`src/rtl/core/trf_pkg.sv`:
```
`timescale 1ns / 1ps
package trf_pkg;

  localparam int CAPACITY  = 1024;
  localparam int SLOT_W    = $clog2(CAPACITY);
  localparam int PTR_W     = $clog2(2 * CAPACITY);
  localparam int FILL_W    = 11;
  localparam int CFG_IDX_W = 1;
  localparam int CFG_DAT_W = 16;

  localparam logic [CFG_IDX_W-1:0] REG_ENABLE    = CFG_IDX_W'(0);
  localparam logic [CFG_IDX_W-1:0] REG_LOSS_KIND = CFG_IDX_W'(1);

  typedef enum logic {
    OP_APPEND = 1'b0,
    OP_POP    = 1'b1
  } op_t;

  typedef struct packed {
    logic        kind;
    logic [15:0] event_type;
    logic [63:0] time_stamp;
    logic [63:0] span;
    logic [63:0] extra_word;
  } item_t;

  typedef struct packed {
    logic              out_valid;
    logic              accepted;
    logic              marker_inserted;
    logic [15:0]       out_type;
    logic [63:0]       out_time_stamp;
    logic [63:0]       out_span;
    logic [63:0]       out_extra;
    logic [FILL_W-1:0] fill_level;
    logic [63:0]       dropped_total;
    logic [63:0]       pending_drops;
  } result_t;

  typedef struct packed {
    logic [15:0] ev_type;
    logic [63:0] stamp;
    logic [63:0] span;
    logic [63:0] extra;
  } entry_t;

  typedef struct packed {
    op_t    op;
    entry_t ev;
  } cmd_t;

  typedef struct packed {
    logic        enable;
    logic [15:0] loss_kind_code;
  } cfg_t;

endpackage

```
`src/rtl/core/trf_front.sv`:
```
`timescale 1ns / 1ps
module trf_front
  import trf_pkg::*;
(
  input  logic  clk,
  input  logic  rst,
  input  logic  push,
  output logic  full,
  input  item_t item,
  output logic  cmd_valid,
  output cmd_t  cmd,
  input  logic  cmd_take
);

  cmd_t       q [2];
  logic [1:0] cnt;
  logic       wr_idx;
  logic       rd_idx;
  logic       push_ok;
  logic       take_ok;
  cmd_t       decoded;

  always_comb begin
    decoded.op       = op_t'(item.kind);
    decoded.ev       = '0;
    if (decoded.op == OP_APPEND) begin
      decoded.ev.ev_type = item.event_type;
      decoded.ev.stamp   = item.time_stamp;
      decoded.ev.span    = item.span;
      decoded.ev.extra   = item.extra_word;
    end
  end

  assign full      = (cnt == 2'd2);
  assign cmd_valid = (cnt != 2'd0);
  assign cmd       = q[rd_idx];
  assign push_ok   = push && !full;
  assign take_ok   = cmd_take && cmd_valid;

  always_ff @(posedge clk) begin
    if (push_ok) begin
      q[wr_idx] <= decoded;
    end
  end

  always_ff @(posedge clk) begin
    if (rst) begin
      cnt    <= 2'd0;
      wr_idx <= 1'b0;
      rd_idx <= 1'b0;
    end else begin
      if (push_ok) begin
        wr_idx <= !wr_idx;
      end
      if (take_ok) begin
        rd_idx <= !rd_idx;
      end
      if (push_ok && !take_ok) begin
        cnt <= cnt + 2'd1;
      end else if (take_ok && !push_ok) begin
        cnt <= cnt - 2'd1;
      end
    end
  end

endmodule

```
`config.mk`:
```
export PLATFORM = sky130hd
export DESIGN_NAME = trf_front
export DESIGN_NICKNAME = d
export VERILOG_FILES = /design/src/rtl/core/trf_pkg.sv /design/src/rtl/core/trf_front.sv
export SDC_FILE = /design/constraint.sdc
export NUM_CORES = 1
export LEC_CHECK = 0
export BUFFER_PORTS_ARGS = -buffer_cell sky130_fd_sc_hd__buf_4
export CELL_PAD_IN_SITES_DETAIL_PLACEMENT = 1
export CELL_PAD_IN_SITES_GLOBAL_PLACEMENT = 1
export CORE_UTILIZATION = 48
export DETAILED_ROUTE_END_ITERATION = 6
export PLACE_DENSITY_LB_ADDON = 0.1
export SETUP_SLACK_MARGIN = 0.4
export SYNTH_ARGS = -nofsm -noshare
export SYNTH_HDL_FRONTEND = slang
export SYNTH_SLANG_ARGS = --single-unit
export TNS_END_PERCENT = 5
```
`constraint.sdc`:
```
create_clock -name clk -period 15.7 [get_ports clk]
set_input_delay 3.14 -clock clk [delete_from_list [all_inputs] [get_ports clk]]
set_output_delay 3.14 -clock clk [all_outputs]
set_load 0.02 [all_outputs]
```
* After elaboration in Yosys (flattened, before gate mapping)
Memories as Yosys holds them, arrays and structs flattened. A register that Yosys moved wholly into a read port is not among the register bits.
Cells that the tools add are included.
W data, S select, Z words.
** Storage, ports and cells
- Memories kept :: 1
- Register bits after elaboration :: 4
- Logic and storage cells :: 25
- RAM bits :: 418
** Memories
- q :: words 2, bits a word 209, rd ports 1, clocked after memory_dff 1, wr ports 1, RTL line trf_front.sv:15 : cmd_t q [2];
** Cells by class
- Reductions and logical operators :: 11
- Eq/ne operators :: 1
- $add $sub $neg :: 2
- Mux-type cells :: 7
** Operator list (count)
- $mux W208 :: 1
- $logic_not A1 Y1 :: 5
- $logic_and A1 B1 Y1 :: 4
- $mux W1 :: 4
- $mux W2 :: 2
- $reduce_bool A2 Y1 :: 2
- $add A2 B1 Y2 const B :: 1
- $eq A2 B2 Y1 const B :: 1
- $sub A2 B1 Y2 const B :: 1

* Logic depth before layout (Yosys ltp)
Gate-level depths: netlist of run 1.
- Depth in word-level cells :: 7
- Mapped depth :: 6
- Mapped depth without buffers :: 6

* Worst setup path after synthesis of run 1
OpenSTA, ideal clock, no wires.
- Path type :: input to register
- Start point :: in push
- End point :: mem q[1][0] in the netlist's numbering (enable)
- Data required time :: 15.104 ns
- Arrival time :: 8.091 ns
- Stages on the path :: 3
- Slack :: 7.013 ns
- Library setup time :: 0.596 ns
- Cells stage by stage :: inv_1 nor2_1 and2_1
** Between the ends
- Word-level cells in the longest chain between the ends :: 3
** RTL lines
- from (decl) :: RTL line trf_front.sv:7 : input logic push,
- $logic_and A1 B1 Y1 :: RTL line trf_front.sv:37 : assign push_ok = push && !full;
- $mux W1 :: RTL line trf_front.sv:41 : if (push_ok) begin
- $mux W1 (not written as such) :: RTL line trf_front.sv:42 : q[wr_idx] <= decoded;
- to (decl) :: RTL line trf_front.sv:15
Every way passes these cells.

==> metrics.txt, run 1 <==
outcome=finished, final reports clean; CTS sink cnt=423; Final Setup Violations=0; hold wc startpoint=cnt[1]; fmax=149 MHz; Synth Area in Adders=0.0730%; cell count after placement=1747; mux contribution to synthesized area=15.9%; Final Cycle Share=42.7%; Root Driver=clkbuf_16; initial antenna violation count=7; Final Max Slew Viols=0; post-cts resize count=0; sequential area share after synthesis=73.8%; setup TNS=0 ns; RSZ-0062 raised after global routing=no; Core ar.=34900 um2; initial core utilization=49.1%; WL final=42.5 mm; fillers=3205; I/O Buffers=423; CP delay by family, top=buffers and inverters; Min-Delay Path Class=reg -> reg; Worst path max stage delay=0.91 ns; IO Pins=424; most frequent CP cell=buf_4; DR iter-0 viols=535; crit end category=primary output; clk_skew=0.00926 ns; TritonCTS buffer count=44; Critical Path AT=3.56 ns; reg2reg setup slack=12.64 ns; share of cells above drive strength 1=51.4%; cell count along the critical path=4; Setup CP Type=reg -> out; Die W=191 um; Post-Synth Simple-Gate Area=7.93%; Slew headroom=21.7%; synthesis-to-layout area growth=28.2%; number of vias per cell=5.14; final worst slack=9.00 ns; Max rail drop VDD=0.000138 V; multi-input logic area=4160 um2; Crit path required time=12.56 ns; gr usage total=22.9%; CTS clk-pin slew, worst paths=0.06 ns; Worst Reg-to-Reg Cells=5; crit start category=flip-flop; Avg WL per Cell=23.2 um; dpl hpwl=28.2 mm; Syn Inst Count=906; most common cell after layout, fill and taps aside=buf_4; Die Ht=191 um; CTS tree=built; setup repair bufs after CTS=0; top cells by area, synth=edfxtp_1 73%, mux2_4 8.8%, nor2b_1 7.3%; Crit path buffers/inverters=3; hold endpoint=cnt[1]; drt first pass iters=4; Yosys Warn Count=0; Reg area=12700 um2; syn avg cell area=18.9 um2; maximum fanout along the worst path=75; clk_lat worst skew=0.52 ns; Seq cells post-synth=423; worst-margin pin slew=1.17 ns; Worst path slowest cell=buf_4; gpl congestion=0.800; Net Count, Synth=1120; Max H-tree Level=2; post-route ant nets=0; XOR/XNOR Fraction of Synth Area=0.153%; RR Startpoint=cnt[0]; vias in the first global route=10000; PD cells=164 nW/um2; Leak Pwr=8.47 nW; largest net degree at the start of global routing=118; Place WS=9.46 ns; most frequent cells in the layout=431 x buf_4, 418 x edfxtp_1, 199 x nor2b_1, 109 x mux2_2, 100 x mux2_4; largest family of logic cells by synthesized area=multiplexers; Netlist Area Pre-Place=17100 um2; Post-CTS Hold Buffers=0; Netlist cell types=20; top-area cell type share of the netlist area=73.2%; FF-to-FF End=q[1][119]; hold path depth=2; Final Hold Violating Endpoints=0; Max Cap Viol=0; Synth area leader=edfxtp_1; global-route wire length before repair=60.7 mm; fin crit period=6.70 ns; # nets final=1552; post-route insts no fill=1827; DRC=0; Compound-Gate Fraction of Synth Area=0.146%; detailed-route via count=9383; CP Cell Sequence=buf_4 -> buf_4 -> mux2_2 -> buf_4; overflow left after global routing=0; die area=36500 um2; num rows=68; clk buf depth=3
==> report_power, final <==
group	leakage (nW)	internal [mW]	switching, mW
Clock	0.651	0.570	0.402
Sequential	4.04	1.43	0.0582
Combinational	3.78	0.528	0.607
==> how the worst max path moves through the flow <==
stage	from	end
2_1_floorplan	push	q[1][0]
3_3_place_gp	flip-flop	cmd[30]
3_5_place_dp	flip-flop	cmd[72]
4_1_cts	flip-flop	cmd[30]
5_1_grt	flip-flop	cmd[191]
6_report	flip-flop	cmd[85]
==> sequential cells by signal, indices dropped and copies added (netlist names), named ones only <==
signal	cells
rd_idx	1
cnt	2
wr_idx	1
q	418
==> cells by family after synthesis <==
kind of cell               Yosys count
DFF                                423
and+or+nand+nor                    217
adders and majority gates            1
muxes                              209
AOI/OAI and AO/OA                    5
xor gates and xnor gates             3
buffers and inverters               48
==> Yosys cell counts <==
cell type    n
a21oi_1      2
and2_1       1
and2b_1     10
buf_2       13
buf_4        2
buf_6        3
buf_8       10
clkbuf_1    18
dfxtp_1      5
edfxtp_1   418
ha_1         1
inv_1        2
mux2_2     109
mux2_4     100
nor2_1       4
nor2b_1    199
o21ai_0      3
or2_2        1
or3_1        2
xor2_1       3
==> worst reg2reg max path: cells and delay by family, from the launching register on <==
kind / cells / cell delay, ns
buffers and inverters: 2 / 1.74
DFF: 1 / 0.41
and+or+nand+nor: 3 / 0.46
==> through the flow <==
stage / hold WS, ns / total power [mW] / util [%] / cell area (um2)
2_1_floorplan: 0.452 / 2.25 / - / 17100
3_3_place_gp: 0.480 / 2.64 / 59.2 / 20600
3_5_place_dp: 0.498 / 2.66 / 59.2 / 20600
4_1_cts: 0.506 / 3.64 / 63.0 / 22000
5_1_grt: 0.558 / 3.73 / 63.0 / 22000
6_report: 0.505 / 3.60 / 63.0 / 22000
==> routing by layer <==
layer	vias to the layer above	GRT usage, %	wire length (um)
met5	-	0	12
met2	378	39.5	21700
met3	75	6.26	3350
met4	2	9.94	1470
met1	4696	26.6	15900
li1	4232	-	-
==> cell type report <==
cell class | count | share of cell area (%)
antenna | 6 | 0.0683
timing repair buffer | 432 | 14.8
tap | 455 | 2.59
multi-input combinational | 435 | 18.9
clock buffer | 55 | 5.29
inverter | 2 | 0.0683
clock inverter | 19 | 0.746
sequential | 423 | 57.6
No activity file was read; power rests on OpenSTA's default activity.
==> run 2: changes to the inputs <==
--- a/config.mk
+++ b/config.mk
@@ -8,7 +8,7 @@
 export BUFFER_PORTS_ARGS = -buffer_cell sky130_fd_sc_hd__buf_4
 export CELL_PAD_IN_SITES_DETAIL_PLACEMENT = 1
 export CELL_PAD_IN_SITES_GLOBAL_PLACEMENT = 1
-export CORE_UTILIZATION = 48
+export CORE_UTILIZATION = 45
 export DETAILED_ROUTE_END_ITERATION = 6
 export PLACE_DENSITY_LB_ADDON = 0.1
 export SETUP_SLACK_MARGIN = 0.4
==> constraint.sdc (replaced) <==
create_clock -name clk -period 6.55 [get_ports clk]
set_input_delay 1.31 -clock clk [delete_from_list [all_inputs] [get_ports clk]]
set_output_delay 1.31 -clock clk [all_outputs]
set_load 0.02 [all_outputs]
==> run 2 against run 1 <==
Compared with the run above: sequential cell count unchanged; final area increased by 0.89%; clock power increased to 2.6 times the previous value; critical endpoint is now cmd[71]; first-iteration DRC count decreased by 25%; sequential power increased by 140%; critical path type unchanged.
==> metrics.txt, run 2 (synthesized netlist as in run 1, its figures left out) <==
maximum fanout along the worst path=58; Min-Delay Path Class=reg -> reg; Die W=197 um; gr usage total=20.4%; fillers=3475; Root Driver=clkbuf_16; Max rail drop VDD=0.000443 V; Final Core Density=59.0%; initial core utilization=45.6%; setup TNS=0 ns; CTS clk-pin slew, worst paths=0.06 ns; sw frac=29.8%; clk_lat worst skew=0.57 ns; gpl congestion=0.754; die area=38900 um2; # nets final=1553; CP Cell Sequence=buf_4 -> mux2_2 -> buf_4; Avg WL per Cell=21.2 um; Leak Pwr=8.52 nW; CTS sink cnt=423; PD cells=396 nW/um2; Crit path required time=5.24 ns; Final Hold Violating Endpoints=0; final worst slack=2.51 ns; Final Setup Violations=0; finished layout cell area=22200 um2; CTS tree=built; Crit path buffers/inverters=2; global-route wire length before repair=59.0 mm; max FFs per register=418; crit start category=flip-flop; overflow left after global routing=0; worst-margin pin slew=0.974 ns; Max H-tree Level=2; post-cts resize count=0; Most flops, register=q; detailed-route via count=9159; WL final=40.0 mm; TritonCTS buffer count=46; fmax=248 MHz; clk_skew=0.0216 ns; clk buf depth=3; reg2reg setup slack=3.82 ns; Core ar.=37600 um2; post-route insts no fill=1886; synthesis-to-layout area growth=29.4%; Reg area=12700 um2; Setup CP Type=reg -> out; DR iter-0 viols=400; DRC=0; setup repair bufs after CTS=0; RSZ-0062 raised after global routing=no; Max Cap Viol=0; initial antenna violation count=4; Critical Path AT=2.73 ns; Post-CTS Hold Buffers=0; Die Ht=197 um; Final Cycle Share=61.6%; I/O Buffers=423; most common cell after layout, fill and taps aside=buf_4; post-route ant nets=0; most frequent cells in the layout=427 x buf_4, 418 x edfxtp_1, 199 x nor2b_1, 109 x mux2_2, 100 x mux2_4; fin crit period=4.04 ns; combinational power share=31.3%; largest net degree at the start of global routing=119; drt first pass iters=4; number of vias per cell=4.86; Cell Area, Placed=20700 um2; Worst path slowest cell=buf_4; num rows=71; dpl hpwl=25.8 mm; CP delay by family, top=buffers and inverters; clock power share=28.4%; cell count after placement=1802; Switching Power=2.62 mW; multi-input logic area=4160 um2; Slew headroom=35.1%; outcome=finished, final reports clean; vias in the first global route=10000; most frequent CP cell=buf_4; IO Pins=424; share of cells above drive strength 1=51.4%; largest registers=q (418), cnt (2); crit end category=primary output; Reg power frac=40.3%; Place WS=2.91 ns; Int Pwr=6.17 mW; Worst path max stage delay=0.77 ns; Final Max Slew Viols=0
## run 2: cell types whose count changed in the layout (fill, tap and decap cells not counted), sizes merged
cell and change:
clkinv +4, diode -5, buf -1, inv +1, clkbuf +3, bufinv +1
## run 2: power groups by stage
| stage | sequential [mW] | clock [mW] | combinational (mW) |
|---|---|---|---|
| finish | 3.54 | 2.50 | 2.75 |
| floorplan | 3.60 | 0 | 1.77 |
| global placement | 3.58 | 0 | 2.77 |
| CTS | 3.55 | 2.55 | 2.79 |
| global route | 3.59 | 2.65 | 2.90 |
| detailed placement | 3.61 | 0 | 2.78 |
## run 2: worst reg2reg max path, delay by kind of cell, from the launching register on
kind          cells  cell delay, ns
flops             1            0.41
buf+inv           2            1.30
simple gates      2            0.54
## run 2: stage by stage
step           total power [mW]  hold slack, ns
2_1_floorplan              5.38           0.452
3_3_place_gp               6.35           0.479
3_5_place_dp               6.39           0.509
4_1_cts                    8.90           0.516
5_1_grt                    9.13           0.535
6_report                   8.79           0.518
## run 2: final timing paths
path,from,to,cells past startpoint
max reg2reg,cnt[0],q[0][99],4
max,flip-flop,cmd[71],3
min,cnt[1],cnt[1],2
min reg2reg,cnt[1],cnt[1],2
## run 2: layout make-up
type / count / share of cell area, %
flip-flops and latches: 423 / 57.1
clock inverters: 25 / 0.987
repair buffers: 431 / 14.8
clock buffers: 58 / 5.49
multi-input cells: 435 / 18.7
diodes: 1 / 0.0113
inverters: 2 / 0.0677
well taps: 511 / 2.88
## run 2: per-layer routing
metal	up-vias	share of wire, %	global-route usage, %
met4	6	2.5	7.46
met3	63	9.9	8.66
met5	-	0.11	0
met1	4545	37	22.8
met2	297	50	34.7
li1	4248	-	-
==> run 3: changes to the inputs <==
==> constraint.sdc (replaced) <==
create_clock -name clk -period 4 [get_ports clk]
set_input_delay 0.8 -clock clk [delete_from_list [all_inputs] [get_ports clk]]
set_output_delay 0.8 -clock clk [all_outputs]
set_load 0.02 [all_outputs]
==> run 3 against run 2 <==
Compared with the run above: cell count is 0.32% higher; sequential power is 64% higher; largest power group unchanged; clock power is 60% higher; clock-buffer cell count is 3 higher; via count is 0.73% higher; worst hold slack worse by 0.086 ns; core utilization is 0.36 points higher; total power is 63% higher; clock skew is 0.0065 ns lower; sequential cell count stayed put; non-clock buffer count is 5 higher; register-to-register slack worse by 1.9 ns.
==> metrics.txt, run 3 (synthesized netlist as in run 1, its figures left out) <==
outcome=finished, final reports clean; initial core utilization=45.6%; clk_lat worst skew=0.57 ns; Switching Power=4.28 mW; Place WS=1.43 ns; most frequent cells in the layout=423 x buf_4, 418 x edfxtp_1, 198 x nor2b_1, 109 x mux2_2, 100 x mux2_4; TritonCTS buffer count=45; DR iter-0 viols=295; clk buf depth=3; Worst path slowest cell=dfxtp_4; largest net degree at the start of global routing=96; Final Max Slew Viols=0; cell count after placement=1807; DRC=0; Critical Path AT=2.35 ns; WL final=39.8 mm; Worst Reg-to-Reg Cells=4; Max rail drop VDD=0.000395 V; initial antenna violation count=5; Avg WL per Cell=21.0 um; Int Pwr=10.1 mW; IO Pins=424; Root Driver=clkbuf_16; Final Total Pwr=14.4 mW; Setup CP Type=reg -> out; sw frac=29.8%; CTS sink cnt=423; global-route wire length before repair=58.2 mm; Max Cap Viol=0; CP Cell Sequence=buf_12 -> mux2_2 -> buf_4; maximum fanout along the worst path=54; die area=38900 um2; dpl hpwl=26.1 mm; largest registers=q (418), cnt (2); Die W=197 um; Final Hold Violating Endpoints=0; crit end category=primary output; Crit path required time=3.20 ns; Min-Delay Path Class=in -> reg; num rows=71; CTS tree=built; Post-CTS Hold Buffers=0; detailed-route via count=9226; clk_skew=0.0151 ns; Max H-tree Level=2; share of cells above drive strength 1=51.7%; Final Setup Violations=0; # nets final=1557; drt first pass iters=7; most common cell after layout, fill and taps aside=buf_4; post-route ant nets=0; max FFs per register=418; Most flops, register=q; Slew headroom=58.6%; PD cells=643 nW/um2; gr usage total=20.2%; Die Ht=197 um; CTS clk-pin slew, worst paths=0.06 ns; setup repair bufs after CTS=0; Worst path max stage delay=0.75 ns; post-route insts no fill=1892; vias in the first global route=9851; Final Cycle Share=78.7%; fmax=318 MHz; overflow left after global routing=0; hold path depth=2; fin crit period=3.15 ns; crit start category=flip-flop; Final Core Density=59.4%; RSZ-0062 raised after global routing=no; synthesis-to-layout area growth=30.2%; final worst slack=0.851 ns; Core ar.=37600 um2; Leak Pwr=8.56 nW; combinational power share=31.6%; post-cts resize count=0; clock power share=27.9%; setup TNS=0 ns; gpl congestion=0.730; finished layout cell area=22300 um2; Reg power frac=40.5%; I/O Buffers=423; fillers=3456; worst-margin pin slew=0.621 ns; number of vias per cell=4.88; Cell Area, Placed=20900 um2; final hold slack=0.433 ns
run 3: cell count changes in the layout (fill, tap and decap cells not counted), moves of 3 or more:
cell / previous run / this run
buf_12: 3 / 12
buf_4: 427 / 423
clkbuf_1: 11 / 14
clkinv_1: 10 / 7
diode_2: 1 / 4
run 3: final timing paths:
path	start	endpoint	slack, ns
worst max-delay path	flip-flop	cmd[21]	0.85
worst min-delay path	rst	cnt[1]	0.43
worst max register to register	cnt[1]	q[0][140]	1.93
worst min register to register	rd_idx	rd_idx	0.51
run 3: worst max-delay path, delay by kind of cell, from the launching register on:
family | cells | cell delay, ns
buf+inv | 2 | 0.56
flops | 1 | 0.75
mux | 1 | 0.42
run 3: power groups by stage:
stage	registers, mW	clock network [mW]	logic, mW
floorplan	5.86	0	2.91
global placement	5.87	0	4.58
detailed placement	5.91	0	4.61
CTS	5.82	4.11	4.63
global route	5.87	4.25	4.79
finish	5.81	4.00	4.54
run 3: area by class of cell:
class / count / area (um2) / area share [%]
sequential: 423 / 12700 / 56.7
multi-input combinational: 435 / 4160 / 18.7
timing repair buffer: 436 / 3430 / 15.4
clock buffer: 61 / 1230 / 5.51
tap: 511 / 639 / 2.86
clock inverter: 20 / 170 / 0.762
inverter: 2 / 23.8 / 0.107
antenna: 4 / 10.0 / 0.0449
run 3: metal layers:
layer / up-vias / part of all wire (%) / GRT usage [%]
li1: 4252 / - / -
met5: - / 0.040 / 0
met1: 4607 / 38 / 23.0
met3: 66 / 8.4 / 7.34
met2: 299 / 51 / 34.2
met4: 2 / 2.8 / 8.27
